## config.mk

```make
export PLATFORM = sky130hd
export DESIGN_NAME = candle_column_with_dual_sma_core_flat
export DESIGN_NICKNAME = d
export VERILOG_FILES = /design/src/rtl/ccsma_pkg.sv /design/src/rtl/ccsma_in_if.sv /design/src/rtl/ccsma_out_if.sv /design/src/rtl/ccsma_ram.sv /design/src/rtl/ccsma_div.sv /design/src/rtl/candle_column_with_dual_sma_core.sv /design/src/flat_wrapper.sv
export VERILOG_INCLUDE_DIRS = /design/src /design/src/rtl
export SDC_FILE = /design/constraint.sdc
export NUM_CORES = 1
export LEC_CHECK = 0
export ABC_AREA = 1
export BUFFER_PORTS_ARGS = -buffer_cell sky130_fd_sc_hd__buf_4
export CORE_ASPECT_RATIO = 0.5
export CORE_MARGIN = 1
export CORE_UTILIZATION = 45
export CTS_BUF_LIST = sky130_fd_sc_hd__clkbuf_4
export CTS_CLUSTER_SIZE = 8
export DETAILED_ROUTE_END_ITERATION = 10
export MAX_ROUTING_LAYER = met4
export PLACE_DENSITY = 0.63
export SYNTH_ARGS = -nofsm -noshare
export SYNTH_HDL_FRONTEND = slang
export SYNTH_SLANG_ARGS = --single-unit
```

## constraint.sdc

```tcl
create_clock -name clk -period 5.1 [get_ports clk]
set_input_delay 0.51 -clock clk [delete_from_list [all_inputs] [get_ports clk]]
set_output_delay 0.51 -clock clk [all_outputs]
set_load 0.02 [all_outputs]
```

## src/rtl/candle_column_with_dual_sma_core_assert.svh

```systemverilog
// ---------------------------------------------------------------------------
// Candle column with dual SMA: assertion macros
// Concurrent assertion helpers shared by the RTL files of this block.
// ---------------------------------------------------------------------------
`ifndef CANDLE_COLUMN_WITH_DUAL_SMA_CORE_ASSERT_SVH
`define CANDLE_COLUMN_WITH_DUAL_SMA_CORE_ASSERT_SVH

`ifndef SYNTHESIS

// Same-cycle implication, disabled while reset is asserted.
`define CCSMA_ASSERT_IMPLY(lbl, clk, rst_n, ante, cons, msg) \
  lbl: assert property (@(posedge clk) disable iff (!rst_n) (ante) |-> (cons)) \
    else $error(msg);

// Next-cycle implication, disabled while reset is asserted.
`define CCSMA_ASSERT_NEXT(lbl, clk, rst_n, ante, cons, msg) \
  lbl: assert property (@(posedge clk) disable iff (!rst_n) (ante) |=> (cons)) \
    else $error(msg);

`else

`define CCSMA_ASSERT_IMPLY(lbl, clk, rst_n, ante, cons, msg)
`define CCSMA_ASSERT_NEXT(lbl, clk, rst_n, ante, cons, msg)

`endif

`endif

```

## src/rtl/ccsma_pkg.sv

```systemverilog
// ---------------------------------------------------------------------------
// Candle column with dual SMA: package
// Field widths, window defaults, controller states and the byte clamp.
// ---------------------------------------------------------------------------
package ccsma_pkg;

  localparam int LEVEL_W         = 16;
  localparam int BYTE_W          = 8;
  localparam int BYTE_MAX        = 255;
  localparam int QUOT_BITS       = 8;
  localparam int FAST_WINDOW_DEF = 10;
  localparam int SLOW_WINDOW_DEF = 20;

  typedef logic signed [LEVEL_W-1:0] level_t;
  typedef logic [BYTE_W-1:0]         byte_t;

  typedef enum logic [2:0] {
    ST_IDLE,
    ST_READ,
    ST_START,
    ST_DIV,
    ST_DONE
  } ccsma_state_t;

  // Saturate a signed level to the 0..255 range.
  function automatic byte_t clamp_byte(input level_t v);
    byte_t r;
    if (v[LEVEL_W-1]) begin
      r = '0;
    end else if (v > level_t'(BYTE_MAX)) begin
      r = '1;
    end else begin
      r = v[BYTE_W-1:0];
    end
    return r;
  endfunction

endpackage

```

## src/rtl/ccsma_in_if.sv

```systemverilog
// ---------------------------------------------------------------------------
// Candle column with dual SMA: input channel
// Valid/ready channel that carries one candle per request.
// ---------------------------------------------------------------------------
interface ccsma_in_if;

  logic                valid;
  logic                ready;
  ccsma_pkg::level_t   open_level;
  ccsma_pkg::level_t   high_level;
  ccsma_pkg::level_t   low_level;
  ccsma_pkg::level_t   close_level;

  modport source (
    output valid, open_level, high_level, low_level, close_level,
    input  ready
  );

  modport sink (
    input  valid, open_level, high_level, low_level, close_level,
    output ready
  );

endinterface

```

## src/rtl/ccsma_out_if.sv

```systemverilog
// ---------------------------------------------------------------------------
// Candle column with dual SMA: result channel
// Valid/ready channel that carries the clamped bytes and both averages.
// ---------------------------------------------------------------------------
interface ccsma_out_if;

  logic             valid;
  logic             ready;
  ccsma_pkg::byte_t high_byte;
  ccsma_pkg::byte_t low_byte;
  ccsma_pkg::byte_t open_byte;
  ccsma_pkg::byte_t close_byte;
  ccsma_pkg::byte_t fast_average;
  ccsma_pkg::byte_t slow_average;

  modport source (
    output valid, high_byte, low_byte, open_byte, close_byte, fast_average, slow_average,
    input  ready
  );

  modport sink (
    input  valid, high_byte, low_byte, open_byte, close_byte, fast_average, slow_average,
    output ready
  );

endinterface

```

## src/rtl/ccsma_ram.sv

```systemverilog
// ---------------------------------------------------------------------------
// Candle column with dual SMA: generic RAM
// One write port and one read port with a registered read.
// ---------------------------------------------------------------------------
module ccsma_ram #(
  parameter  int WIDTH = 16,
  parameter  int DEPTH = 20,
  localparam int AW    = (DEPTH > 1) ? $clog2(DEPTH) : 1
) (
  input  logic             clk,
  input  logic             wr_en,
  input  logic [AW-1:0]    wr_addr,
  input  logic [WIDTH-1:0] wr_data,
  input  logic             rd_en,
  input  logic [AW-1:0]    rd_addr,
  output logic [WIDTH-1:0] rd_data
);

  logic [WIDTH-1:0] mem [DEPTH];

  always_ff @(posedge clk) begin
    if (wr_en) begin
      mem[wr_addr] <= wr_data;
    end
    if (rd_en) begin
      rd_data <= mem[rd_addr];
    end
  end

endmodule

```

## src/rtl/ccsma_div.sv

```systemverilog
// ---------------------------------------------------------------------------
// Candle column with dual SMA: saturating serial divider
// Restoring division that yields an 8-bit quotient, saturated at 255.
// ---------------------------------------------------------------------------
`include "candle_column_with_dual_sma_core_assert.svh"

module ccsma_div #(
  parameter int NUM_W = 21,
  parameter int DEN_W = 5
) (
  input  logic             clk,
  input  logic             rst_n,
  input  logic             start,
  input  logic [NUM_W-1:0] num,
  input  logic [DEN_W-1:0] den,
  output logic             busy,
  output ccsma_pkg::byte_t quot
);

  localparam int DW = NUM_W + ccsma_pkg::QUOT_BITS;
  localparam int IW = $clog2(ccsma_pkg::QUOT_BITS);

  logic             busy_r, busy_nxt;
  logic [IW-1:0]    idx_r, idx_nxt;
  logic [NUM_W-1:0] rem_r, rem_nxt;
  ccsma_pkg::byte_t q_r, q_nxt;

  logic [DW-1:0] den_ext, den_sh, den_top, num_ext, rem_ext, rem_sub;

  assign den_ext = DW'(den);
  assign den_sh  = den_ext << idx_r;
  assign den_top = den_ext << ccsma_pkg::QUOT_BITS;
  assign num_ext = DW'(num);
  assign rem_ext = DW'(rem_r);
  assign rem_sub = rem_ext - den_sh;

  // A quotient of 256 or more is settled at once; otherwise one bit per cycle.
  always_comb begin
    busy_nxt = busy_r;
    idx_nxt  = idx_r;
    rem_nxt  = rem_r;
    q_nxt    = q_r;
    if (start) begin
      if (num_ext >= den_top) begin
        q_nxt    = '1;
        busy_nxt = 1'b0;
      end else begin
        rem_nxt  = num;
        idx_nxt  = IW'(ccsma_pkg::QUOT_BITS - 1);
        q_nxt    = '0;
        busy_nxt = 1'b1;
      end
    end else if (busy_r) begin
      if (rem_ext >= den_sh) begin
        rem_nxt       = rem_sub[NUM_W-1:0];
        q_nxt[idx_r]  = 1'b1;
      end
      idx_nxt = idx_r - 1'b1;
      if (idx_r == '0) begin
        busy_nxt = 1'b0;
      end
    end
  end

  always_ff @(posedge clk) begin
    if (!rst_n) begin
      busy_r <= 1'b0;
      idx_r  <= '0;
    end else begin
      busy_r <= busy_nxt;
      idx_r  <= idx_nxt;
    end
  end

  always_ff @(posedge clk) begin
    rem_r <= rem_nxt;
    q_r   <= q_nxt;
  end

  assign busy = busy_r;
  assign quot = q_r;

  `CCSMA_ASSERT_NEXT(a_div_last_step, clk, rst_n, busy_r && (idx_r == '0) && !start, !busy_r, "divider did not stop after its last bit")
  `CCSMA_ASSERT_NEXT(a_div_start_idx, clk, rst_n, start, !busy_r || (idx_r == IW'(ccsma_pkg::QUOT_BITS - 1)), "divider started at a wrong bit")
  `CCSMA_ASSERT_NEXT(a_div_step, clk, rst_n, busy_r && !start && (idx_r != '0), busy_r && (idx_r == $past(idx_r) - 1'b1), "divider skipped a bit")

endmodule

```

## src/rtl/candle_column_with_dual_sma_core.sv

```systemverilog
// ---------------------------------------------------------------------------
// Candle column with dual SMA: top level
// Clamps one candle to bytes and forms a fast and a slow moving average of
// the positive closes, with the close history kept in a small RAM.
// ---------------------------------------------------------------------------
//
//   Channel   Modport  Request carries
//   --------  -------  -----------------------------------------------------
//   in_chan   sink     open_level, high_level, low_level, close_level (s16)
//   out_chan  source   high/low/open/close bytes, fast and slow average (u8)
//
// A candle goes through a sweep of the history RAM, one entry per cycle,
// and then through the 8-step serial divides; a divide ends at once when
// its quotient saturates, as both do for an empty window. HIST_DEPTH is
// the larger window and so sets the length of the sweep. Reset is
// synchronous and active low; a fill count empties the history, so no
// clearing pass runs. A stalled result waits in the output register while
// the next candle is taken and processed.
// ---------------------------------------------------------------------------
`include "candle_column_with_dual_sma_core_assert.svh"

module candle_column_with_dual_sma_core #(
  parameter int FAST_WINDOW = ccsma_pkg::FAST_WINDOW_DEF,
  parameter int SLOW_WINDOW = ccsma_pkg::SLOW_WINDOW_DEF
) (
  input  logic         clk,
  input  logic         rst_n,
  ccsma_in_if.sink     in_chan,
  ccsma_out_if.source  out_chan
);

  // The history is as deep as the larger window.
  localparam int HIST_DEPTH = (FAST_WINDOW > SLOW_WINDOW) ? FAST_WINDOW : SLOW_WINDOW;
  localparam int AW         = (HIST_DEPTH > 1) ? $clog2(HIST_DEPTH) : 1;
  // Wide enough to hold HIST_DEPTH itself (positions and counts).
  localparam int KW         = $clog2(HIST_DEPTH + 1);
  // A sum of HIST_DEPTH positive 15-bit closes, with a spare bit.
  localparam int SUM_W      = 16 + $clog2(HIST_DEPTH);
  localparam int POS_W      = ccsma_pkg::LEVEL_W - 1;

  // Controller.
  ccsma_pkg::ccsma_state_t state_r, state_nxt;

  logic in_ready;
  logic in_accept;
  logic rd_en;
  logic div_start;
  logic out_load;

  // History bookkeeping. wptr_r is the slot the next close goes to; fill_r
  // counts slots written since reset, so older slots read as empty.
  logic [AW-1:0] wptr_r, wptr_nxt;
  logic [AW-1:0] rd_addr_r, rd_addr_nxt;
  logic [KW-1:0] fill_r, fill_nxt;
  logic [KW-1:0] k_r, k_nxt;
  logic          rd_vld_r, rd_vld_nxt;
  logic [KW-1:0] rd_k_r, rd_k_nxt;

  ccsma_pkg::level_t hist_data;
  logic              hist_pos;
  logic              hist_live;
  logic [SUM_W-1:0]  hist_val;

  // Accumulators for both windows.
  logic [SUM_W-1:0] sum_fast_r, sum_fast_nxt;
  logic [SUM_W-1:0] sum_slow_r, sum_slow_nxt;
  logic [KW-1:0]    cnt_fast_r, cnt_fast_nxt;
  logic [KW-1:0]    cnt_slow_r, cnt_slow_nxt;

  // The candle being processed.
  ccsma_pkg::level_t open_r, open_nxt;
  ccsma_pkg::level_t high_r, high_nxt;
  ccsma_pkg::level_t low_r, low_nxt;
  ccsma_pkg::level_t close_r, close_nxt;

  // Dividers.
  logic             fast_busy, slow_busy;
  ccsma_pkg::byte_t fast_q, slow_q;

  // Output register.
  logic             out_valid_r, out_valid_nxt;
  ccsma_pkg::byte_t high_byte_r, high_byte_nxt;
  ccsma_pkg::byte_t low_byte_r, low_byte_nxt;
  ccsma_pkg::byte_t open_byte_r, open_byte_nxt;
  ccsma_pkg::byte_t close_byte_r, close_byte_nxt;
  ccsma_pkg::byte_t fast_avg_r, fast_avg_nxt;
  ccsma_pkg::byte_t slow_avg_r, slow_avg_nxt;

  // -------------------------------------------------------------------------
  // Next state. The sweep reads one history slot per cycle, newest first,
  // and stays in ST_READ after the last read until it lands in the sums.
  // -------------------------------------------------------------------------
  always_comb begin
    state_nxt = state_r;
    case (state_r)
      ccsma_pkg::ST_IDLE: begin
        if (in_accept) begin
          state_nxt = ccsma_pkg::ST_READ;
        end
      end
      ccsma_pkg::ST_READ: begin
        if (k_r == KW'(HIST_DEPTH)) begin
          state_nxt = ccsma_pkg::ST_START;
        end
      end
      ccsma_pkg::ST_START: begin
        state_nxt = ccsma_pkg::ST_DIV;
      end
      ccsma_pkg::ST_DIV: begin
        if (!fast_busy && !slow_busy) begin
          state_nxt = ccsma_pkg::ST_DONE;
        end
      end
      ccsma_pkg::ST_DONE: begin
        if (out_load) begin
          state_nxt = ccsma_pkg::ST_IDLE;
        end
      end
      default: begin
        state_nxt = ccsma_pkg::ST_IDLE;
      end
    endcase
  end

  // -------------------------------------------------------------------------
  // Controller outputs. The result is loaded only when the output register
  // is empty or is being emptied in the same cycle.
  // -------------------------------------------------------------------------
  always_comb begin
    in_ready  = 1'b0;
    rd_en     = 1'b0;
    div_start = 1'b0;
    out_load  = 1'b0;
    case (state_r)
      ccsma_pkg::ST_IDLE: begin
        in_ready = 1'b1;
      end
      ccsma_pkg::ST_READ: begin
        rd_en = (k_r != KW'(HIST_DEPTH));
      end
      ccsma_pkg::ST_START: begin
        div_start = 1'b1;
      end
      ccsma_pkg::ST_DIV: begin
      end
      ccsma_pkg::ST_DONE: begin
        out_load = !out_valid_r || out_chan.ready;
      end
      default: begin
      end
    endcase
  end

  assign in_accept     = in_chan.valid && in_ready;
  assign in_chan.ready = in_ready;

  // -------------------------------------------------------------------------
  // History RAM. The new close is written in the accept cycle; the sweep
  // starts in the next cycle, so a read never meets a write.
  // -------------------------------------------------------------------------
  ccsma_ram #(
    .WIDTH (ccsma_pkg::LEVEL_W),
    .DEPTH (HIST_DEPTH)
  ) u_hist_ram (
    .clk     (clk),
    .wr_en   (in_accept),
    .wr_addr (wptr_r),
    .wr_data (in_chan.close_level),
    .rd_en   (rd_en),
    .rd_addr (rd_addr_r),
    .rd_data (hist_data)
  );

  // Only strictly positive closes in written slots take part.
  assign hist_pos  = !hist_data[ccsma_pkg::LEVEL_W-1] && (hist_data != '0);
  assign hist_live = rd_vld_r && hist_pos && (rd_k_r < fill_r);
  assign hist_val  = {{(SUM_W - POS_W){1'b0}}, hist_data[POS_W-1:0]};

  // -------------------------------------------------------------------------
  // Datapath.
  // -------------------------------------------------------------------------
  always_comb begin
    wptr_nxt     = wptr_r;
    rd_addr_nxt  = rd_addr_r;
    fill_nxt     = fill_r;
    k_nxt        = k_r;
    sum_fast_nxt = sum_fast_r;
    sum_slow_nxt = sum_slow_r;
    cnt_fast_nxt = cnt_fast_r;
    cnt_slow_nxt = cnt_slow_r;
    open_nxt     = open_r;
    high_nxt     = high_r;
    low_nxt      = low_r;
    close_nxt    = close_r;
    rd_vld_nxt   = rd_en;
    rd_k_nxt     = k_r;

    if (in_accept) begin
      wptr_nxt     = (wptr_r == AW'(HIST_DEPTH - 1)) ? '0 : wptr_r + 1'b1;
      rd_addr_nxt  = wptr_r;
      fill_nxt     = (fill_r == KW'(HIST_DEPTH)) ? fill_r : fill_r + 1'b1;
      k_nxt        = '0;
      sum_fast_nxt = '0;
      sum_slow_nxt = '0;
      cnt_fast_nxt = '0;
      cnt_slow_nxt = '0;
      open_nxt     = in_chan.open_level;
      high_nxt     = in_chan.high_level;
      low_nxt      = in_chan.low_level;
      close_nxt    = in_chan.close_level;
    end

    // Walk backwards from the newest slot, wrapping at the bottom.
    if (rd_en) begin
      k_nxt       = k_r + 1'b1;
      rd_addr_nxt = (rd_addr_r == '0) ? AW'(HIST_DEPTH - 1) : rd_addr_r - 1'b1;
    end

    if (hist_live) begin
      if (rd_k_r < KW'(FAST_WINDOW)) begin
        sum_fast_nxt = sum_fast_r + hist_val;
        cnt_fast_nxt = cnt_fast_r + 1'b1;
      end
      if (rd_k_r < KW'(SLOW_WINDOW)) begin
        sum_slow_nxt = sum_slow_r + hist_val;
        cnt_slow_nxt = cnt_slow_r + 1'b1;
      end
    end
  end

  // -------------------------------------------------------------------------
  // Result. An empty window falls back to the current close.
  // -------------------------------------------------------------------------
  always_comb begin
    out_valid_nxt  = out_valid_r && !out_chan.ready;
    high_byte_nxt  = high_byte_r;
    low_byte_nxt   = low_byte_r;
    open_byte_nxt  = open_byte_r;
    close_byte_nxt = close_byte_r;
    fast_avg_nxt   = fast_avg_r;
    slow_avg_nxt   = slow_avg_r;
    if (out_load) begin
      out_valid_nxt  = 1'b1;
      high_byte_nxt  = ccsma_pkg::clamp_byte(high_r);
      low_byte_nxt   = ccsma_pkg::clamp_byte(low_r);
      open_byte_nxt  = ccsma_pkg::clamp_byte(open_r);
      close_byte_nxt = ccsma_pkg::clamp_byte(close_r);
      fast_avg_nxt   = (cnt_fast_r == '0) ? ccsma_pkg::clamp_byte(close_r) : fast_q;
      slow_avg_nxt   = (cnt_slow_r == '0) ? ccsma_pkg::clamp_byte(close_r) : slow_q;
    end
  end

  // -------------------------------------------------------------------------
  // Dividers, one per window, started together once the sweep is over.
  // -------------------------------------------------------------------------
  ccsma_div #(
    .NUM_W (SUM_W),
    .DEN_W (KW)
  ) u_fast_div (
    .clk   (clk),
    .rst_n (rst_n),
    .start (div_start),
    .num   (sum_fast_r),
    .den   (cnt_fast_r),
    .busy  (fast_busy),
    .quot  (fast_q)
  );

  ccsma_div #(
    .NUM_W (SUM_W),
    .DEN_W (KW)
  ) u_slow_div (
    .clk   (clk),
    .rst_n (rst_n),
    .start (div_start),
    .num   (sum_slow_r),
    .den   (cnt_slow_r),
    .busy  (slow_busy),
    .quot  (slow_q)
  );

  // -------------------------------------------------------------------------
  // Registers.
  // -------------------------------------------------------------------------
  always_ff @(posedge clk) begin
    if (!rst_n) begin
      state_r     <= ccsma_pkg::ST_IDLE;
      wptr_r      <= '0;
      fill_r      <= '0;
      k_r         <= '0;
      rd_vld_r    <= 1'b0;
      cnt_fast_r  <= '0;
      cnt_slow_r  <= '0;
      out_valid_r <= 1'b0;
    end else begin
      state_r     <= state_nxt;
      wptr_r      <= wptr_nxt;
      fill_r      <= fill_nxt;
      k_r         <= k_nxt;
      rd_vld_r    <= rd_vld_nxt;
      cnt_fast_r  <= cnt_fast_nxt;
      cnt_slow_r  <= cnt_slow_nxt;
      out_valid_r <= out_valid_nxt;
    end
  end

  always_ff @(posedge clk) begin
    rd_addr_r    <= rd_addr_nxt;
    rd_k_r       <= rd_k_nxt;
    sum_fast_r   <= sum_fast_nxt;
    sum_slow_r   <= sum_slow_nxt;
    open_r       <= open_nxt;
    high_r       <= high_nxt;
    low_r        <= low_nxt;
    close_r      <= close_nxt;
    high_byte_r  <= high_byte_nxt;
    low_byte_r   <= low_byte_nxt;
    open_byte_r  <= open_byte_nxt;
    close_byte_r <= close_byte_nxt;
    fast_avg_r   <= fast_avg_nxt;
    slow_avg_r   <= slow_avg_nxt;
  end

  assign out_chan.valid        = out_valid_r;
  assign out_chan.high_byte    = high_byte_r;
  assign out_chan.low_byte     = low_byte_r;
  assign out_chan.open_byte    = open_byte_r;
  assign out_chan.close_byte   = close_byte_r;
  assign out_chan.fast_average = fast_avg_r;
  assign out_chan.slow_average = slow_avg_r;

  // -------------------------------------------------------------------------
  // Assertions.
  // -------------------------------------------------------------------------
  `CCSMA_ASSERT_IMPLY(a_no_rw_overlap, clk, rst_n, in_accept, !rd_en, "history read and write in one cycle")
  `CCSMA_ASSERT_IMPLY(a_fill_bound, clk, rst_n, 1'b1, fill_r <= KW'(HIST_DEPTH), "fill count beyond history depth")
  `CCSMA_ASSERT_IMPLY(a_count_bound, clk, rst_n, 1'b1, (cnt_fast_r <= fill_r) && (cnt_slow_r <= fill_r), "window count exceeds written slots")
  `CCSMA_ASSERT_NEXT(a_accept_sweep, clk, rst_n, in_accept, (state_r == ccsma_pkg::ST_READ) && (k_r == '0), "sweep did not start after a request")
  `CCSMA_ASSERT_IMPLY(a_done_div_idle, clk, rst_n, state_r == ccsma_pkg::ST_DONE, !fast_busy && !slow_busy, "result taken while a divider runs")

endmodule

```

## src/flat_wrapper.sv

```systemverilog
// flat-port wrapper written by rule: the top's interface ports become plain ports
module candle_column_with_dual_sma_core_flat 
#(
  parameter int FAST_WINDOW = ccsma_pkg::FAST_WINDOW_DEF,
  parameter int SLOW_WINDOW = ccsma_pkg::SLOW_WINDOW_DEF
)
  (clk, rst_n, in_chan_valid, in_chan_open_level, in_chan_high_level, in_chan_low_level, in_chan_close_level, in_chan_ready, out_chan_valid, out_chan_high_byte, out_chan_low_byte, out_chan_open_byte, out_chan_close_byte, out_chan_fast_average, out_chan_slow_average, out_chan_ready);
  ccsma_in_if in_chan_i ();
  ccsma_out_if out_chan_i ();
  input  logic clk;
  input  logic rst_n;
  input wire logic [$bits(in_chan_i.valid)-1:0] in_chan_valid;
  input wire logic [$bits(in_chan_i.open_level)-1:0] in_chan_open_level;
  input wire logic [$bits(in_chan_i.high_level)-1:0] in_chan_high_level;
  input wire logic [$bits(in_chan_i.low_level)-1:0] in_chan_low_level;
  input wire logic [$bits(in_chan_i.close_level)-1:0] in_chan_close_level;
  output wire logic [$bits(in_chan_i.ready)-1:0] in_chan_ready;
  output wire logic [$bits(out_chan_i.valid)-1:0] out_chan_valid;
  output wire logic [$bits(out_chan_i.high_byte)-1:0] out_chan_high_byte;
  output wire logic [$bits(out_chan_i.low_byte)-1:0] out_chan_low_byte;
  output wire logic [$bits(out_chan_i.open_byte)-1:0] out_chan_open_byte;
  output wire logic [$bits(out_chan_i.close_byte)-1:0] out_chan_close_byte;
  output wire logic [$bits(out_chan_i.fast_average)-1:0] out_chan_fast_average;
  output wire logic [$bits(out_chan_i.slow_average)-1:0] out_chan_slow_average;
  input wire logic [$bits(out_chan_i.ready)-1:0] out_chan_ready;
  assign in_chan_i.valid = in_chan_valid;
  assign in_chan_i.open_level = in_chan_open_level;
  assign in_chan_i.high_level = in_chan_high_level;
  assign in_chan_i.low_level = in_chan_low_level;
  assign in_chan_i.close_level = in_chan_close_level;
  assign in_chan_ready = in_chan_i.ready;
  assign out_chan_valid = out_chan_i.valid;
  assign out_chan_high_byte = out_chan_i.high_byte;
  assign out_chan_low_byte = out_chan_i.low_byte;
  assign out_chan_open_byte = out_chan_i.open_byte;
  assign out_chan_close_byte = out_chan_i.close_byte;
  assign out_chan_fast_average = out_chan_i.fast_average;
  assign out_chan_slow_average = out_chan_i.slow_average;
  assign out_chan_i.ready = out_chan_ready;
  candle_column_with_dual_sma_core #(.FAST_WINDOW(FAST_WINDOW), .SLOW_WINDOW(SLOW_WINDOW)) u_core (.clk(clk), .rst_n(rst_n), .in_chan(in_chan_i), .out_chan(out_chan_i));
endmodule
```

# After elaboration in Yosys (flattened, before gate mapping)
# Memory sizes are Yosys's and may differ from the RTL's. A register that Yosys moved wholly into a read port is not among the register bits.
# Index checks and enable logic that the tools add are counted.
# classes
n_addsub	12
order_cmp	15
n_eq_ne	14
n_shift	2
mux	71
n_bitwise	3
reduce_logical	34
# ops
cell	count
$mux W21	14
$mux W8	15
$gt A16 B9 Y1 const B	4
$mux W5	12
$ge A21 B29 Y1	2
$shl A5 B3 Y29	2
$add A21 B15 Y21	2
$ge A21 B13 Y1	2
$sub A21 B21 Y21	2
$mux W3	10
$add A5 B1 Y5 const B	5
$mux W1	17
$or A8 B8 Y8	2
$reduce_bool A16 Y1	1
$eq A5 B5 Y1 const B	3
$logic_not A5 Y1	3
$pmux W3 S5	1
$reduce_and A2 Y1	5
$reduce_bool A2 Y1	5
$logic_not A3 Y1	3
$logic_and A1 B1 Y1	8
$lt A3 B4 Y1 const B	2
$ne A2 B1 Y1 const B	4
$demux W1 S3	2
other kinds (16)	25
# word_totals
reg_bits	260
ram_bits	320
word_cells	182
memories	1
# memory_table
memory	depth	width	read_ports	rd_ports_with_merged_regs	wr	line_no	text
u_core.u_hist_ram.mem	20	16	1	1	1	ccsma_ram.sv:19	logic [WIDTH-1:0] mem [DEPTH];

# Longest topological paths before layout
# Gate-level depths: netlist (run 1).
# depth
word_depth	8
depth_mapped	20
depth_no_buf	19

# Hierarchy
# From an unflattened synthesis (run 1), not the netlist that was laid out.
# unflattened
hier_cells	3039
area_unflattened_um2	28875.2
# by_module_without_submodules
mod	instances	cells_each	area_each_um2	seq_area_each_um2
ccsma_ram	1	1096	13435.4	10089.7
candle_column_with_dual_sma_core	1	1095	9656.8	5054.8
ccsma_div (u_core.u_slow_div)	1	428	2906.5	950.9
ccsma_div (u_core.u_fast_div)	1	420	2876.5	950.9

# Worst setup path before layout (run 1)
# Ideal clock, no wire load.
# synth_timing
kind	reg2reg
start	reg u_core.cnt_slow_r[4]
end	reg u_core.u_slow_div.rem_r[0] (enable)
setup_ns	0.406
t_arrival_ns	3.153
required_ns	4.694
path_slack_ns	1.541
path_stages_with_launch	12
period_less_slack_ns	3.559
cell_sequence	dfxtp_1 -> inv_1 -> o21ai_0 -> o21ai_0 -> or2_2 -> ha_1 -> nand2_1 -> o21ai_0 -> a21oi_1 -> nand3_1 -> nor2_1 -> a21oi_1
# synth_between
elab_chain_len	4
elab_cells_between_ends	6
# synth_rtl
element	line_no	text
from (decl)	candle_column_with_dual_sma_core.sv:68	logic [KW-1:0] cnt_slow_r, cnt_slow_nxt;
from (signal assigned)	candle_column_with_dual_sma_core.sv:302	cnt_slow_r <= cnt_slow_nxt;
$shl A5 B3 Y29	ccsma_div.sv:31	assign den_sh = den_ext << idx_r;
$ge A21 B29 Y1	ccsma_div.sv:54	if (rem_ext >= den_sh) begin
$reduce_bool A2 Y1 (no line)	--	
$reduce_and A3 Y1 (no line) (*)	--	
to (signal assigned)	ccsma_div.sv:76	rem_r <= rem_nxt;
to (decl)	ccsma_div.sv:25	logic [NUM_W-1:0] rem_r, rem_nxt;
# Every way passes the cells marked *; elsewhere a longest branch is shown, timed or not.
# A chain may end at the register's enable or synchronous reset.

# Worst setup path after layout (run 1)
# layout_timing
start	reg u_core.cnt_slow_r[4]
end	reg u_core.u_slow_div.q_r[4], in the netlist u_core.u_slow_div.quot[4] (enable)
# layout_between
elab_chain_len	4
# layout_rtl
element	line_no	text
$shl A5 B3 Y29	ccsma_div.sv:31	
$ge A21 B29 Y1	ccsma_div.sv:54	
$reduce_bool A2 Y1 (no line)	--	
$reduce_and A2 Y1 (no line)	--	
to (signal assigned)	ccsma_div.sv:77	q_r <= q_nxt;
to (decl)	ccsma_div.sv:26	ccsma_pkg::byte_t q_r, q_nxt;
# No other way between the ends.

==> summary.md, run 1 <==
| Metric | Value |
|---|---|
| Post-synth EDFFs | around 500 |
| Fin crit period | approximately 3600 ps |
| Clock sink count | between 500 and 600 |
| Syn Area/Cell | 9.95 sq um |
| Fin. Hold Viols | 0 |
| Final HPWL DP | 47.6 mm |
| Worst Path Arrival | between 4000 and 5000 ps |
| Port bufs | 117 |
| Initial antenna violation count | 3 |
| Via count | 21.4k |
| Synthesized cell area | about 28,000 sq um |
| Core footprint | about 60,000 sq um |
| Gr ovfl total | 0 |
| Synth Warn # | 0 |
| Num CTS Buffers | 140 |
| Max Cap Viol | 0 |
| Worst Path Required | roughly 5600 ps |
| Final GP Congestion | between 0.9 and 1 |
| Die width | between 300 and 400 microns |
| Largest family of logic cells by synthesized area | simple AND/OR/NAND/NOR gates |
| Ports | ~120 |
| Via-to-Cell Ratio | 5.33 |
| Nets | 3,243 |
| Synth top area share | 0.544 |
| Initial DRC Count | roughly 1.9k |
| Skew-Pair Late Insertion Delay | about 930 ps |
| Synthesized net count | 2,989 |
| Unrepaired setup endpoints after global routing | false |
| Top FF cell, synth | edfxtp_1 |
| CTS root buf | clkbuf_4 |
| Final setup vio count | 0 |
| # resized after CTS | 0 |
| Compound-Gate Fraction of Synth Area | 0.104 |
| Yosys cell types | 52 |
| Post-Synth Adder-Cell Area | 0.0406 |
| Kind of critical path | register to register |
| Worst-path clk slew | approximately 70 ps |
| Routed WL | approximately 74 mm |
| Cells after Synth | approximately 2.8k |
| Mux share of post-synthesis cell area | 0.00360 |
| Die Area | approximately 64,000 sq um |
| Area Growth Syn to Fin | 15.0% |
| Worst Path Max Fanout | 8 |
| Die Y | roughly 180 microns |
| Hold buffer count at CTS | 67 |
| Routed Antenna Nets | 0 |
| WL/cell | about 18 microns |
| Tot GR Track Use | 0.241 |
| Final Skew | about 82 ps |
| DRC viols | 0 |
| Synth top area cells | edfxtp_1 54%, nand2_1 7.9%, dfxtp_1 6.0% |
| Peak supply drop | ~220 uV |
| Row Count | 64 |
| CP Launch Type | register |
| Hold Crit Class | input pin to register |
| Yosys reg bits | ~600 |
| Status | finished, final reports clean |
| Slew headroom | 0.196 |
| Post-synth ARST share | 0 |
| CTS tree | yes |
| Fin util | 0.527 |
| Xor and xnor fraction of the mapped netlist area | 0.0162 |
| Simple-gate share of the synthesized area | 0.182 |
| First-pass GRT wire length | ~110 mm |
| H-Tree Depth | 4 |
| Nature of the critical path endpoint | register |
| Area post-placement | 29,900 sq um |
| Pwr/cell area | around 360 nW/um^2 |
| Final period utilization | 0.703 |
| Bufs on Longest Clock Path | 3 |
| Ratio of cells with drive above 1 in the final layout | 0.141 |
| Share of the yosys chip area belonging to registers | 0.605 |
| Synth area leader | edfxtp_1 |
| Number of detailed-route iterations in the first pass | 6 |
| Least-Margin Pin Slew | about 1200 ps |
| Setup TNS | 0 ps |
| Design area | 32,400 sq um |
| Vias in the first global route | 20.3k |
| Initial core utilization | 0.458 |
| FMAX | around 0.28 GHz |
| Fillers | between 5k and 6k |
| Setup bufs post-CTS | 0 |
| Largest net degree at the start of global routing | slightly below 90 |
| Max Slew Vio Count | 0 |
| Lkg Pwr | 12.5 nW |
==> cell usage after synthesis, types with 39 or more instances <==
cell type and n:
inv_1 212, nand3_1 213, nand2_1 594, buf_2 39, a21oi_1 131, o221ai_1 60, dfxtp_1 85, nor2_1 331
clkbuf_1 53, ha_1 85, edfxtp_1 511, o21ai_0 275
==> stage by stage <==
step	setup slack (ps)	total power, W	hold WS [ps]	instances
global route	1140	0.0121	230	4021
floorplan	1540	0.00697	351	2832
global placement	1650	0.00756	366	3702
detailed placement	1560	0.00759	363	3702
finish	1520	0.0115	305	4021
CTS	1520	0.0116	218	4019
==> cells in the final DEF (no fill, tap or decap), types with 11 or more instances in the layout <==
cell,count
a21oi_1,129
buf_4,156
clkbuf_4,218
clkinv_1,21
dfxtp_1,85
dlygate4sd3_1,67
edfxtp_1,511
ha_1,85
inv_1,212
nand2_1,594
nand3_1,213
nand4_1,13
nor2_1,323
nor2_2,11
nor3_1,31
o21ai_0,275
o221ai_1,60
o22ai_1,25
or2_2,11
xnor2_1,20
xor2_1,32
==> power breakdown <==
part	leakage, nW	total, W	internal [W]	switching, W
clock	1.10	0.00397	0.00198	0.00199
sequential	5.34	0.00563	0.00549	0.000138
combinational	6.05	0.00191	0.000603	0.00131
total	12.5	0.0115	0.00807	0.00344
==> routing by layer <==
metal,vias up,part of all wire,track usage
met5,-,0,-
met1,10132,0.46,0.324
met4,0,0.015,0.0628
li1,10461,-,-
met3,104,0.070,0.0492
met2,741,0.46,0.375
==> layout make-up <==
| cell class | count | area (sq um) | area share |
|---|---|---|---|
| flip-flops and latches | 596 | 17000 | 0.526 |
| multi-input cells | 1897 | 9800 | 0.302 |
| repair buffers | 223 | 1840 | 0.0568 |
| well taps | 825 | 1030 | 0.0318 |
| clock buffers | 218 | 1640 | 0.0505 |
| clock inverters | 32 | 196 | 0.00606 |
| diodes | 2 | 5.00 | 0.000154 |
| inverters | 228 | 862 | 0.0266 |
==> sequential cells by signal (all words and copies together), names as in the netlist, 21 cells and up <==
name	flops
u_core.sum_fast_r	21
u_core.sum_slow_r	21
u_core.u_fast_div.rem_r	21
u_core.u_hist_ram.mem	320
u_core.u_slow_div.rem_r	21
==> critical path, stage by stage, from the launching register on <==
cell,delay (ps)
dfxtp_1,440
inv_1,140
o21ai_0,320
o21ai_0,150
or2_2,330
ha_1,390
nand2_1,90
o21ai_0,300
a21oi_1,190
nand3_1,130
nor2_1,90
a21oi_1,610
==> worst paths after layout <==
| path | start | to | slack [ps] | cells after the start |
|---|---|---|---|---|
| worst max register to register | u_core.cnt_slow_r[4] | u_core.u_slow_div.quot[4] | 1520 | 11 |
| worst min register to register | u_core.k_r[3] | u_core.rd_k_r[3] | 370 | 0 |
| worst min-delay path | in_chan_high_level[1] | u_core.high_r[1] | 310 | 2 |
| worst max-delay path | u_core.cnt_slow_r[4] | u_core.u_slow_div.quot[4] | 1520 | 11 |
==> cells by family (layout without fill, tap and decap cells) <==
kind of cell	count (synthesis)	after routing
compound gates	520	520
xor+xnor	52	52
fa+ha+maj	89	89
buf+inv	339	701
flops	596	596
mux	9	9
other cells	0	2
simple gates	1227	1227
Power figures use the tool's default switching activity.
==> run 2, diff against run 1 <==
- PLACE_DENSITY: 0.63 -> 0.66
- clock period: 5.1 -> 3.05 ns (I/O delays scaled with it)
==> run 2 against run 1 <==
- wire length up 0.83%
- sequential share of layout area fell by 0.78 points
- global-route usage about the same
- hold slack lost 150 ps
- utilization grew 0.82 points
- final cell count is 0.99% higher
- non-clock buffer count increased by 33
- largest cell class unchanged
- highest routed layer unchanged
- count of clock-buffer cells in the layout fell by 4
- register-to-register slack worse by 1400 ps
- first-iteration DRC count grew 9.8%
==> summary.md, run 2 (synthesis results as in run 1) <==
| Metric | Value |
|---|---|
| Status | finished, final reports clean (unchanged) |
| Kind of critical path | register to register (unchanged) |
| Die Y | 179 microns (unchanged) |
| Core footprint | 61,500 sq um (unchanged) |
| Worst Path Max Fanout | 8 (unchanged) |
| Routed WL | 74.9 mm (was 74.3 mm) |
| Gr ovfl total | 0 (unchanged) |
| Area post-placement | 30,300 sq um (was 29,900 sq um) |
| Via-to-Cell Ratio | 5.39 (was 5.33) |
| Max Slew Vio Count | 0 (unchanged) |
| Worst r2r src | u_core.cnt_fast_r[1] (was u_core.cnt_slow_r[4]) |
| DP Cell Count | 3,735 (was 3,702) |
| Reg2Reg Depth | 15 (was 11) |
| Nets | 3,276 (was 3,243) |
| Clock sink count | 596 (unchanged) |
| Final GP Congestion | 0.910 (was 0.938) |
| Final HPWL DP | 48.2 mm (was 47.6 mm) |
| Commonest non-fill, non-tap cell in the layout | nand2_1 (unchanged) |
| Routed Antenna Nets | 0 (unchanged) |
| Tot GR Track Use | 0.241 (about the same) |
| Hold path start | in_chan_high_level[1] (unchanged) |
| Initial core utilization | 0.458 (unchanged) |
| Ports | 118 (unchanged) |
| Vias in the first global route | 20.5k (was 20.3k) |
| Max reg flops | 320 (unchanged) |
| Peak supply drop | 446 uV (was 218 uV) |
| Die Area | 63,700 sq um (unchanged) |
| WHS Path Cells | 2 (unchanged) |
| Final Skew | 59.7 ps (was 81.8 ps) |
| Worst Path Required | 3580 ps (was 5610 ps) |
| Final setup vio count | 0 (unchanged) |
| Fillers | 5,463 (was 5,529) |
| Most flop-heavy register | u_core.u_hist_ram.mem (unchanged) |
| Largest net degree at the start of global routing | 161 (was 89) |
| Area Growth Syn to Fin | 16.8% (was 15.0%) |
| Die width | 356 microns (unchanged) |
| Row Count | 64 (unchanged) |
| Slew headroom | 0.353 (was 0.196) |
| Initial antenna violation count | 5 (was 3) |
| Multi-input gate area | 9900 sq um (was 9800 sq um) |
| First-pass GRT wire length | 115 mm (was 114 mm) |
| Cell Count, Final, Fillers Out | 4,061 (was 4,021) |
| Fin crit period | 2960 ps (was 3580 ps) |
| WL/cell | 18.5 microns (about the same) |
| Hold Crit Class | input pin to register (unchanged) |
| CP Launch Type | register (unchanged) |
| Final period utilization | 0.969 (was 0.703) |
| Most frequent cells in the layout | 594 x nand2_1, 511 x edfxtp_1, 311 x nor2_1 (was 594 x nand2_1, 511 x edfxtp_1, 323 x nor2_1) |
| Design area | 32,900 sq um (was 32,400 sq um) |
| Number of detailed-route iterations in the first pass | 6 (unchanged) |
| DRC viols | 0 (unchanged) |
| Ratio of cells with drive above 1 in the final layout | 0.158 (was 0.141) |
| Setup TNS | 0 ps (unchanged) |
| Worst Path Arrival | 3490 ps (was 4100 ps) |
| Setup bufs post-CTS | 0 (unchanged) |
| Initial DRC Count | 2,059 (was 1,875) |
| FMAX | 0.338 GHz (was 0.279 GHz) |
| FF/Latch Area | 17,100 sq um (was 17,000 sq um) |
| Nature of the critical path endpoint | register (unchanged) |
| Via count | 21.9k (was 21.4k) |
| H-Tree Depth | 4 (unchanged) |
| Least-Margin Pin Slew | 970 ps (was 1200 ps) |
| Num CTS Buffers | 140 (unchanged) |
| Skew-Pair Late Insertion Delay | 900 ps (was 930 ps) |
| Max Cap Viol | 0 (unchanged) |
| Pwr/cell area | 594 nW/um^2 (was 355 nW/um^2) |
| Crit path from | u_core.cnt_fast_r[1] (was u_core.cnt_slow_r[4]) |
| Fin. Hold Viols | 0 (unchanged) |
| Worst-path clk slew | 70 ps (about the same) |
| Worst hold slack | 159 ps (was 305 ps) |
| CTS tree | yes (unchanged) |
| Port bufs | 117 (unchanged) |
| CTS root buf | clkbuf_4 (unchanged) |
| Bufs on Longest Clock Path | 3 (unchanged) |
| Lkg Pwr | 12.7 nW (was 12.5 nW) |
[run 2: cell count changes in the layout (fill, tap and decap cells not counted), sizes merged, moves of 3 or more]
| cell | previous run | this run |
|---|---|---|
| inv | 232 | 226 |
| diode | 2 | 5 |
| clkinv | 26 | 34 |
| clkbuf | 218 | 214 |
| bufinv | 0 | 4 |
| buf | 156 | 189 |
[run 2: critical path, stage by stage (launching register included)]
cell     delay (ps)
dfxtp_1         390
inv_1           120
nand2_1          70
o21ai_0         110
nand2_1          70
o21ai_0          90
or2_2           300
ha_2            390
nand2_1         120
nor2_2          150
inv_1            90
nor2_1          130
a21oi_1          90
nand3_1         120
nand2_1          90
inv_1           290
[run 2: path summary, 6_finish.rpt]
check / end / slack [ps]
worst min-delay path: u_core.high_r[1] / 160
worst max-delay path: u_core.u_fast_div.quot[2] / 90
worst min register to register: u_core.rd_k_r[3] / 370
worst max register to register: u_core.u_fast_div.quot[2] / 90
[run 2: cell type report]
cell class,instances,area share
clock buffer,214,0.0488
tap,825,0.0313
inverter,228,0.0263
antenna,5,0.000380
clock inverter,40,0.00885
multi-input combinational,1897,0.301
timing repair buffer,256,0.0657
sequential,596,0.518
[run 2: per-stage QoR]
| step | total power [W] | util | setup slack (ps) |
|---|---|---|---|
| CTS | 0.0196 | 0.534 | 11.1 |
| global placement | 0.0127 | 0.492 | 25.6 |
| floorplan | 0.0117 | - | 0.318 |
| global route | 0.0205 | 0.535 | -58.3 |
| detailed placement | 0.0128 | 0.492 | -54.9 |
| finish | 0.0196 | 0.535 | 94.4 |
[run 2: report_power, final]
part | internal (W) | total, W | switching [W]
clock network | 0.00357 | 0.00686 | 0.00329
registers | 0.00919 | 0.00942 | 0.000235
logic | 0.00107 | 0.00328 | 0.00221
[run 2: timing repair]
item / in CTS / in global routing
endpoints found under the setup margin: 29 / 72
hold buffers: 67 / 0
gates resized for setup: 1 / 31
pin swaps: 0 / 1
hold endpoints to repair: 412 / 0
[run 2: metal layers]
metal  share of wire  global-route usage  routed length (microns)
met3           0.066              0.0425                     4920
met2            0.46               0.378                    34800
met5               0                   -                        0
met4           0.017              0.0629                     1270
met1            0.45               0.324                    34000
==> run 3, diff against run 2 <==
- ABC_AREA: 1 -> not set
- CTS_CLUSTER_SIZE: 8 -> not set
==> run 3 against run 2 <==
- largest power group unchanged
- design area shrank 2.9%
- register-to-register slack improved by 20 ps
- highest routed layer unchanged
- largest cell class unchanged
- synthesized area down 5.9%
- wire length shrank 16%
- non-clock buffer count up 69
- sequential share of layout area rose by 1.6 points
- combinational power shrank 51%
==> summary.md, run 3 <==
| Metric | Value |
|---|---|
| Synth Warn # | 0 (unchanged) |
| Multi-input gate area | 9060 sq um (was 9900 sq um) |
| FMAX | 0.340 GHz (was 0.338 GHz) |
| Most flop-heavy register | u_core.u_hist_ram.mem (unchanged) |
| CTS root buf | clkbuf_4 (unchanged) |
| Initial core utilization | 0.459 (was 0.458) |
| Top FF cell, synth | edfxtp_1 (unchanged) |
| Most frequent cells in the layout | 511 x edfxtp_1, 249 x buf_4, 203 x clkbuf_4 (was 594 x nand2_1, 511 x edfxtp_1, 311 x nor2_1) |
| Share of the yosys chip area belonging to registers | 0.643 (was 0.605) |
| Die width | 345 microns (was 356 microns) |
| DP Cell Count | 2,859 (was 3,735) |
| Peak supply drop | 266 uV (was 446 uV) |
| Fin crit period | 2940 ps (was 2960 ps) |
| Cell Count, Final, Fillers Out | 3,179 (was 4,061) |
| Pwr/cell area | 547 nW/um^2 (was 594 nW/um^2) |
| Yosys cell types | 73 (was 52) |
| Via count | 17.4k (was 21.9k) |
| H-Tree Depth | 4 (unchanged) |
| First-pass GRT wire length | 97.6 mm (was 115 mm) |
| Ports | 118 (unchanged) |
| Gr ovfl total | 0 (unchanged) |
| Area Growth Syn to Fin | 20.5% (was 16.8%) |
| Core footprint | 57,800 sq um (was 61,500 sq um) |
| CTS tree | yes (unchanged) |
| WL/cell | 19.8 microns (was 18.5 microns) |
| Final HPWL DP | 41.2 mm (was 48.2 mm) |
| Synth top area share | 0.579 (was 0.544) |
| Nets | 2,467 (was 3,276) |
| Final Skew | 71.0 ps (was 59.7 ps) |
| Max Slew Vio Count | 0 (unchanged) |
| Post-synth EDFFs | 511 (unchanged) |
| Synth top area cells | edfxtp_1 58%, mux4_2 8.2%, dfxtp_1 6.4% (was edfxtp_1 54%, nand2_1 7.9%, dfxtp_1 6.0%) |
| Port bufs | 117 (unchanged) |
| Routed Antenna Nets | 0 (unchanged) |
| Synth top cells by count | 511 x edfxtp_1, 164 x nand2_1, 156 x a21oi_1 (was 594 x nand2_1, 511 x edfxtp_1, 331 x nor2_1) |
| Initial DRC Count | 1,406 (was 2,059) |
| Die Y | 174 microns (was 179 microns) |
| Final period utilization | 0.964 (was 0.969) |
| Worst Path Arrival | 3540 ps (was 3490 ps) |
| Fin. Hold Viols | 0 (unchanged) |
| Clock sink count | 596 (unchanged) |
| Ratio of cells with drive above 1 in the final layout | 0.276 (was 0.158) |
| Unrepaired setup endpoints after global routing | true |
| Bufs on Longest Clock Path | 3 (unchanged) |
| Synth area leader | edfxtp_1 (unchanged) |
| DRC viols | 0 (unchanged) |
| Yosys reg bits | 596 (unchanged) |
| Via-to-Cell Ratio | 5.48 (was 5.39) |
| Syn Area/Cell | 13.8 sq um (was 9.95 sq um) |
| Max Cap Viol | 0 (unchanged) |
| Synthesized net count | 2,084 (was 2,989) |
| Slew headroom | 0.260 (was 0.353) |
| Lkg Pwr | 11.5 nW (was 12.7 nW) |
| Kind of critical path | register to register (unchanged) |
| Worst Path Max Fanout | 4 (was 8) |
| Fillers | 4,650 (was 5,463) |
| Final GP Congestion | 0.922 (was 0.910) |
| FF/Latch Area | 17,100 sq um (about the same) |
| Cells after Synth | 1,927 (was 2,832) |
| Tot GR Track Use | 0.216 (was 0.241) |
| Max reg flops | 320 (unchanged) |
| Setup TNS | 0 ps (unchanged) |
| Commonest non-fill, non-tap cell in the layout | edfxtp_1 (was nand2_1) |
| Row Count | 62 (was 64) |
| Num CTS Buffers | 141 (was 140) |
| Number of detailed-route iterations in the first pass | 5 (was 6) |
| Least-Margin Pin Slew | 1100 ps (was 970 ps) |
| Worst-path clk slew | 80 ps (was 70 ps) |
| Largest net degree at the start of global routing | 45 (was 161) |
| Die Area | 60,000 sq um (was 63,700 sq um) |
| Worst Path Required | 3650 ps (was 3580 ps) |
| Vias in the first global route | 17.4k (was 20.5k) |
| Pwr Total | 0.0175 W (was 0.0196 W) |
| CP Launch Type | register (unchanged) |
| Routed WL | 63.0 mm (was 74.9 mm) |
| Final setup vio count | 0 (unchanged) |
| Nature of the critical path endpoint | register (unchanged) |
| Synthesized cell area | 26,500 sq um (was 28,200 sq um) |
| Count leader, synth | edfxtp_1 (was nand2_1) |
| Initial antenna violation count | 1 (was 5) |
| Status | finished, final reports clean (unchanged) |
| Skew-Pair Late Insertion Delay | 850 ps (was 900 ps) |
| Post-synth ARST share | 0 (unchanged) |
| Hold Crit Class | input pin to register (unchanged) |
-- run 3: layout make-up --
class | instances | area share
Clock buffer | 203 | 0.0477
Timing Repair Buffer | 325 | 0.0846
Tap cell | 768 | 0.0301
Multi-Input combinational cell | 1164 | 0.283
Inverter | 82 | 0.00967
Antenna cell | 1 | 0.0000783
Sequential cell | 596 | 0.534
Clock inverter | 40 | 0.0106
-- run 3: logic make-up (layout without fill, tap and decap cells) --
| logic type | after synthesis | after routing | share of synthesized area |
|---|---|---|---|
| fa+ha+maj | 89 | 89 | 0.0431 |
| mux | 123 | 123 | 0.0925 |
| compound gates | 385 | 387 | 0.0860 |
| simple gates | 498 | 499 | 0.0892 |
| buf+inv | 170 | 650 | 0.0247 |
| other cells | 0 | 1 | 0 |
| flops | 596 | 596 | 0.643 |
| xor+xnor | 66 | 66 | 0.0218 |
-- run 3: layer usage --
layer	vias up	GRT usage	routed length [microns]	share of wire
li1	8220	-	-	-
met1	8634	0.287	28600	0.45
met2	475	0.346	30400	0.48
met3	83	0.0381	3060	0.049
met4	0	0.0580	949	0.015
met5	-	-	0	0
-- run 3: repair_timing --
action                                 4_1_cts  5_1_grt
setup endpoints to repair                   68       76
setup buffers                                2        4
cloned                                       2        1
hold buffers                                67        0
endpoints found under the hold margin      391        0
pin swaps                                    2       13
gates resized for setup                     13       39
-- run 3: per-stage QoR --
stage / setup WS (ps) / utilization / instance area [sq um] / hold slack, ps
2_1_floorplan: 1.13 / - / 26600 / 357
3_3_place_gp: -111 / 0.505 / 29200 / 370
3_5_place_dp: -176 / 0.505 / 29200 / 376
4_1_cts: 2.86 / 0.550 / 31800 / 83.1
5_1_grt: -27.8 / 0.553 / 32000 / 108
6_report: 110 / 0.553 / 32000 / 176
-- run 3: where the power goes --
part	internal, W	total (W)	switching (W)
Clock	0.00358	0.00675	0.00317
Sequential	0.00900	0.00913	0.000138
Combinational	0.000761	0.00160	0.000835
-- run 3: path summary, 6_finish.rpt --
| check | startpoint | end | slack [ps] | cells after the start |
|---|---|---|---|---|
| worst max register to register | u_core.cnt_fast_r[4] | u_core.u_fast_div.rem_r[20] | 110 | 13 |
| worst max-delay path | u_core.cnt_fast_r[4] | u_core.u_fast_div.rem_r[20] | 110 | 13 |
| worst min-delay path | in_chan_open_level[4] | u_core.open_r[4] | 180 | 2 |
| worst min register to register | u_core.k_r[4] | u_core.rd_k_r[4] | 380 | 0 |
-- run 3: critical path: stages, from the launching register on --
cell     delay, ps
dfxtp_2        340
inv_2           60
o21ai_2        180
nor2_1          80
a21oi_2        150
a21oi_1         90
ha_1           350
a21o_1         210
a221o_1        360
o31a_1         270
a21o_1         200
nor3_2         180
xnor2_1        140
a21oi_1         80
